## src/design/sgi_ram.sv

```systemverilog
`timescale 1ns / 1ps
`default_nettype none

module sgi_ram #(
    parameter int WIDTH = 8,
    parameter int DEPTH = 256,
    localparam int AW   = (DEPTH > 1) ? $clog2(DEPTH) : 1
) (
    input  wire logic             clk,
    input  wire logic             we,
    input  wire logic [AW-1:0]    waddr,
    input  wire logic [WIDTH-1:0] wdata,
    input  wire logic [AW-1:0]    raddr,
    output logic      [WIDTH-1:0] rdata
);

    logic [WIDTH-1:0] mem [DEPTH];

    always_ff @(posedge clk)
    begin
        if (we)
        begin
            mem[waddr] <= wdata;
        end
        rdata <= mem[raddr];
    end

endmodule

`default_nettype wire

```

## config.mk

```make
export PLATFORM = sky130hd
export DESIGN_NAME = sgi_ram
export DESIGN_NICKNAME = d
export VERILOG_FILES = /design/src/design/sgi_ram.sv
export SDC_FILE = /design/constraint.sdc
export NUM_CORES = 2
export LEC_CHECK = 0
export BUFFER_PORTS_ARGS = -buffer_cell sky130_fd_sc_hd__clkbuf_2
export CAP_MARGIN = 40
export CORE_UTILIZATION = 50
export CTS_CLUSTER_DIAMETER = 150
export DETAILED_ROUTE_END_ITERATION = 8
export GPL_ROUTABILITY_DRIVEN = 0
export PLACE_DENSITY = 0.68
export REMOVE_ABC_BUFFERS = 1
export SLEW_MARGIN = 25
export SYNTH_ARGS = -nofsm -noshare
export SYNTH_HDL_FRONTEND = slang
export SYNTH_SLANG_ARGS = --single-unit
```

## constraint.sdc

```tcl
create_clock -name clk -period 3.7 [get_ports clk]
set_input_delay 0.74 -clock clk [delete_from_list [all_inputs] [get_ports clk]]
set_output_delay 0.74 -clock clk [all_outputs]
set_load 0.03 [all_outputs]
```

==> run summary <==
GRT Total Usage: 24.4%
VDD IR-drop max: 453 uV
total leakage power: 28.9 nW
Peak Freq: 341 MHz
DR DRC count: 0
CTS tree: done
register area share after synthesis: 77.5%
ys flop type: edfxtp_1
CP max FO: 48
drt total wl: 195000 um
# IOs: 34
fin util: 57.6%
kind of critical path: in2reg
Layout Skew: 0.0509 ns
outcome: complete, no violations
first-pass GRT wire length: 283000 um
first-pass iteration count of the detailed router: 5
Reg clk slew, reported paths: 0.06 ns
Post-DP HPWL: 124000 um
critical path startpoint category: input pin
Pwr Density: 523 nW/um^2
routed len/inst: 30.5 um
number of synthesized flops with an enable pin: 2048
CTS sink count: 2056
register-to-register setup slack: 1.09 ns
initial antenna violation count: 5
Die Ht: 401 um
Post-CTS Resized: 0
Overflow after GRT: 0
layout cells sized above 1: 28.0%
maxcap violations: 0
largest net degree at the start of global routing: 119
worst hold path class: in2reg
Area Overhead vs Synth: 14.5%
hold_buf cts: 0
R2R cell count: 6
vias in the first global route: 40132
Critical Path AT: 3.65 ns
Final Hold Viols: 0
Hold Crit Depth: 1
clk buf depth: 3
Synth Warn #: 0
ys async rst share: 0%
placed inst area: 84800 um^2
Via-to-Cell Ratio: 6.24
Initial Util: 50.3%
Avg Cell Area, Syn: 21.3 um^2
total number of placement rows: 146
Critical Path RT: 4.42 ns
Die W: 401 um
core area: 158000 um^2
Post-Layout Inst Area: 91100 um^2
ANT nets after route: 0
drt initial violations: 5118
area of the die: 161000 um^2
Yosys cell types: 55
minimum clock period: 2.93 ns
final number of setup-violating endpoints: 0
worst-margin pin slew: 0.988 ns
RSZ-0062 raised after global routing: false
layout net count: 4193
critical path endpoint category: flop
Worst-Skew Late Latency: 0.85 ns
Yosys reg bits: 2056
Slew HR: 34.1%
Port-buffer cells: 33
DR vias: 39979
fin. max-slew vios: 0
Tcrit/Tclk final: 79.3%
Post CTS Setup Buffer Count: 0
Post-Synthesis Cells: 3733
CTS Root Cell: clkbuf_16
Inserted Clock Buffers: 193
mapped cell area: 79600 um^2
H-tree depth: 4
==> area by class of cell <==
type | count | area, um^2
multi-input cells | 1442 | 16500
well taps | 2072 | 2590
inverters | 2 | 7.51
flip-flops and latches | 2056 | 61700
clock inverters | 115 | 1100
fillers | 11301 | 67100
clock buffers | 242 | 5110
diodes | 2 | 5.00
repair buffers | 472 | 4150
==> metrics by stage <==
stage | worst slack [ns] | hold WS (ns) | cells | power (mW) | TNS [ns]
after global placement | -0.389 | 1.02 | 6023 | 28.7 | -0.678
after CTS | 0.849 | 0.115 | 6382 | 47.8 | 0
after global routing | 0.714 | 0.142 | 6402 | 48.8 | 0
final | 0.765 | 0.160 | 6403 | 47.6 | 0
after detailed placement | -0.0681 | 1.01 | 6025 | 28.7 | -0.114
after floorplan | 0.552 | 0.763 | 3500 | 27.1 | 0
==> worst max-delay path: stages <==
cell and delay, ns:
buf_8 0.29, buf_12 0.33, buf_4 0.32, mux4_2 0.37
o311ai_0 0.33, o22ai_1 0.22, nor4_1 0.67, buf_4 0.23
nor4_2 0.04
==> cell usage in the layout (no fill, tap or decap), types with 28 or more instances in the layout <==
cell type  instances
mux2i_1          134
nor2_1           279
edfxtp_1        2048
clkbuf_1          43
clkinv_2          29
buf_12            47
mux4_2           454
o221ai_1          46
o22ai_1           28
clkbuf_16        196
buf_4            388
clkinv_1          49
nor2b_1           28
a21oi_1           96
nand2_1           33
nand3_1           34
a22oi_1          133
==> worst paths after layout <==
kind,end,startpoint
hold reg to reg,rdata[5]$_DFF_P_,mem[32][5]$_DFFE_PP_
setup reg to reg,rdata[4]$_DFF_P_,mem[67][4]$_DFFE_PP_
hold / removal,mem[67][2]$_DFFE_PP_,wdata[2]
setup / recovery,rdata[6]$_DFF_P_,raddr[1]
==> registers in the layout, summed over array words and instances, names as in the netlist <==
signal  cells
mem      2048
rdata       8
==> logic make-up after synthesis <==
logic type	count (synthesis)	synth area share, %
compound gates	385	3.42
buf+inv	235	1.83
flops	2056	77.5
mux	591	14.6
simple gates	466	2.63
==> power by group <==
part           switching (mW)  total (mW)  internal [mW]
sequential             0.0620        25.7           25.7
clock                    8.52        19.4           10.9
combinational            1.57        2.48          0.910
==> layer usage <==
metal  part of all wire [%]  GRT usage [%]
met1                     39           33.9
met2                     49           39.0
met3                    8.8           4.96
met4                    3.2           8.34
met5                  0.010              0
==> synth_stat cells (10+ instances only) <==
master,n,area share (%)
mux2i_1,134,1.7
nor4_1,24,0.19
nand2_1,33,0.16
o21ai_0,10,0.063
nor3_1,22,0.14
o22ai_1,28,0.22
nand4_1,10,0.079
buf_4,27,0.25
nand3_1,34,0.21
clkbuf_1,111,0.52
mux4_2,454,13
a211oi_1,16,0.15
a21oi_1,96,0.60
nor2b_1,31,0.24
o221ai_1,46,0.51
a221oi_1,13,0.14
buf_8,13,0.25
buf_6,21,0.30
edfxtp_1,2048,77
nor2_1,282,1.3
a22oi_1,133,1.3
buf_2,31,0.20
buf_1,22,0.10
o211ai_1,10,0.094
(Power assumes the default switching activity.)
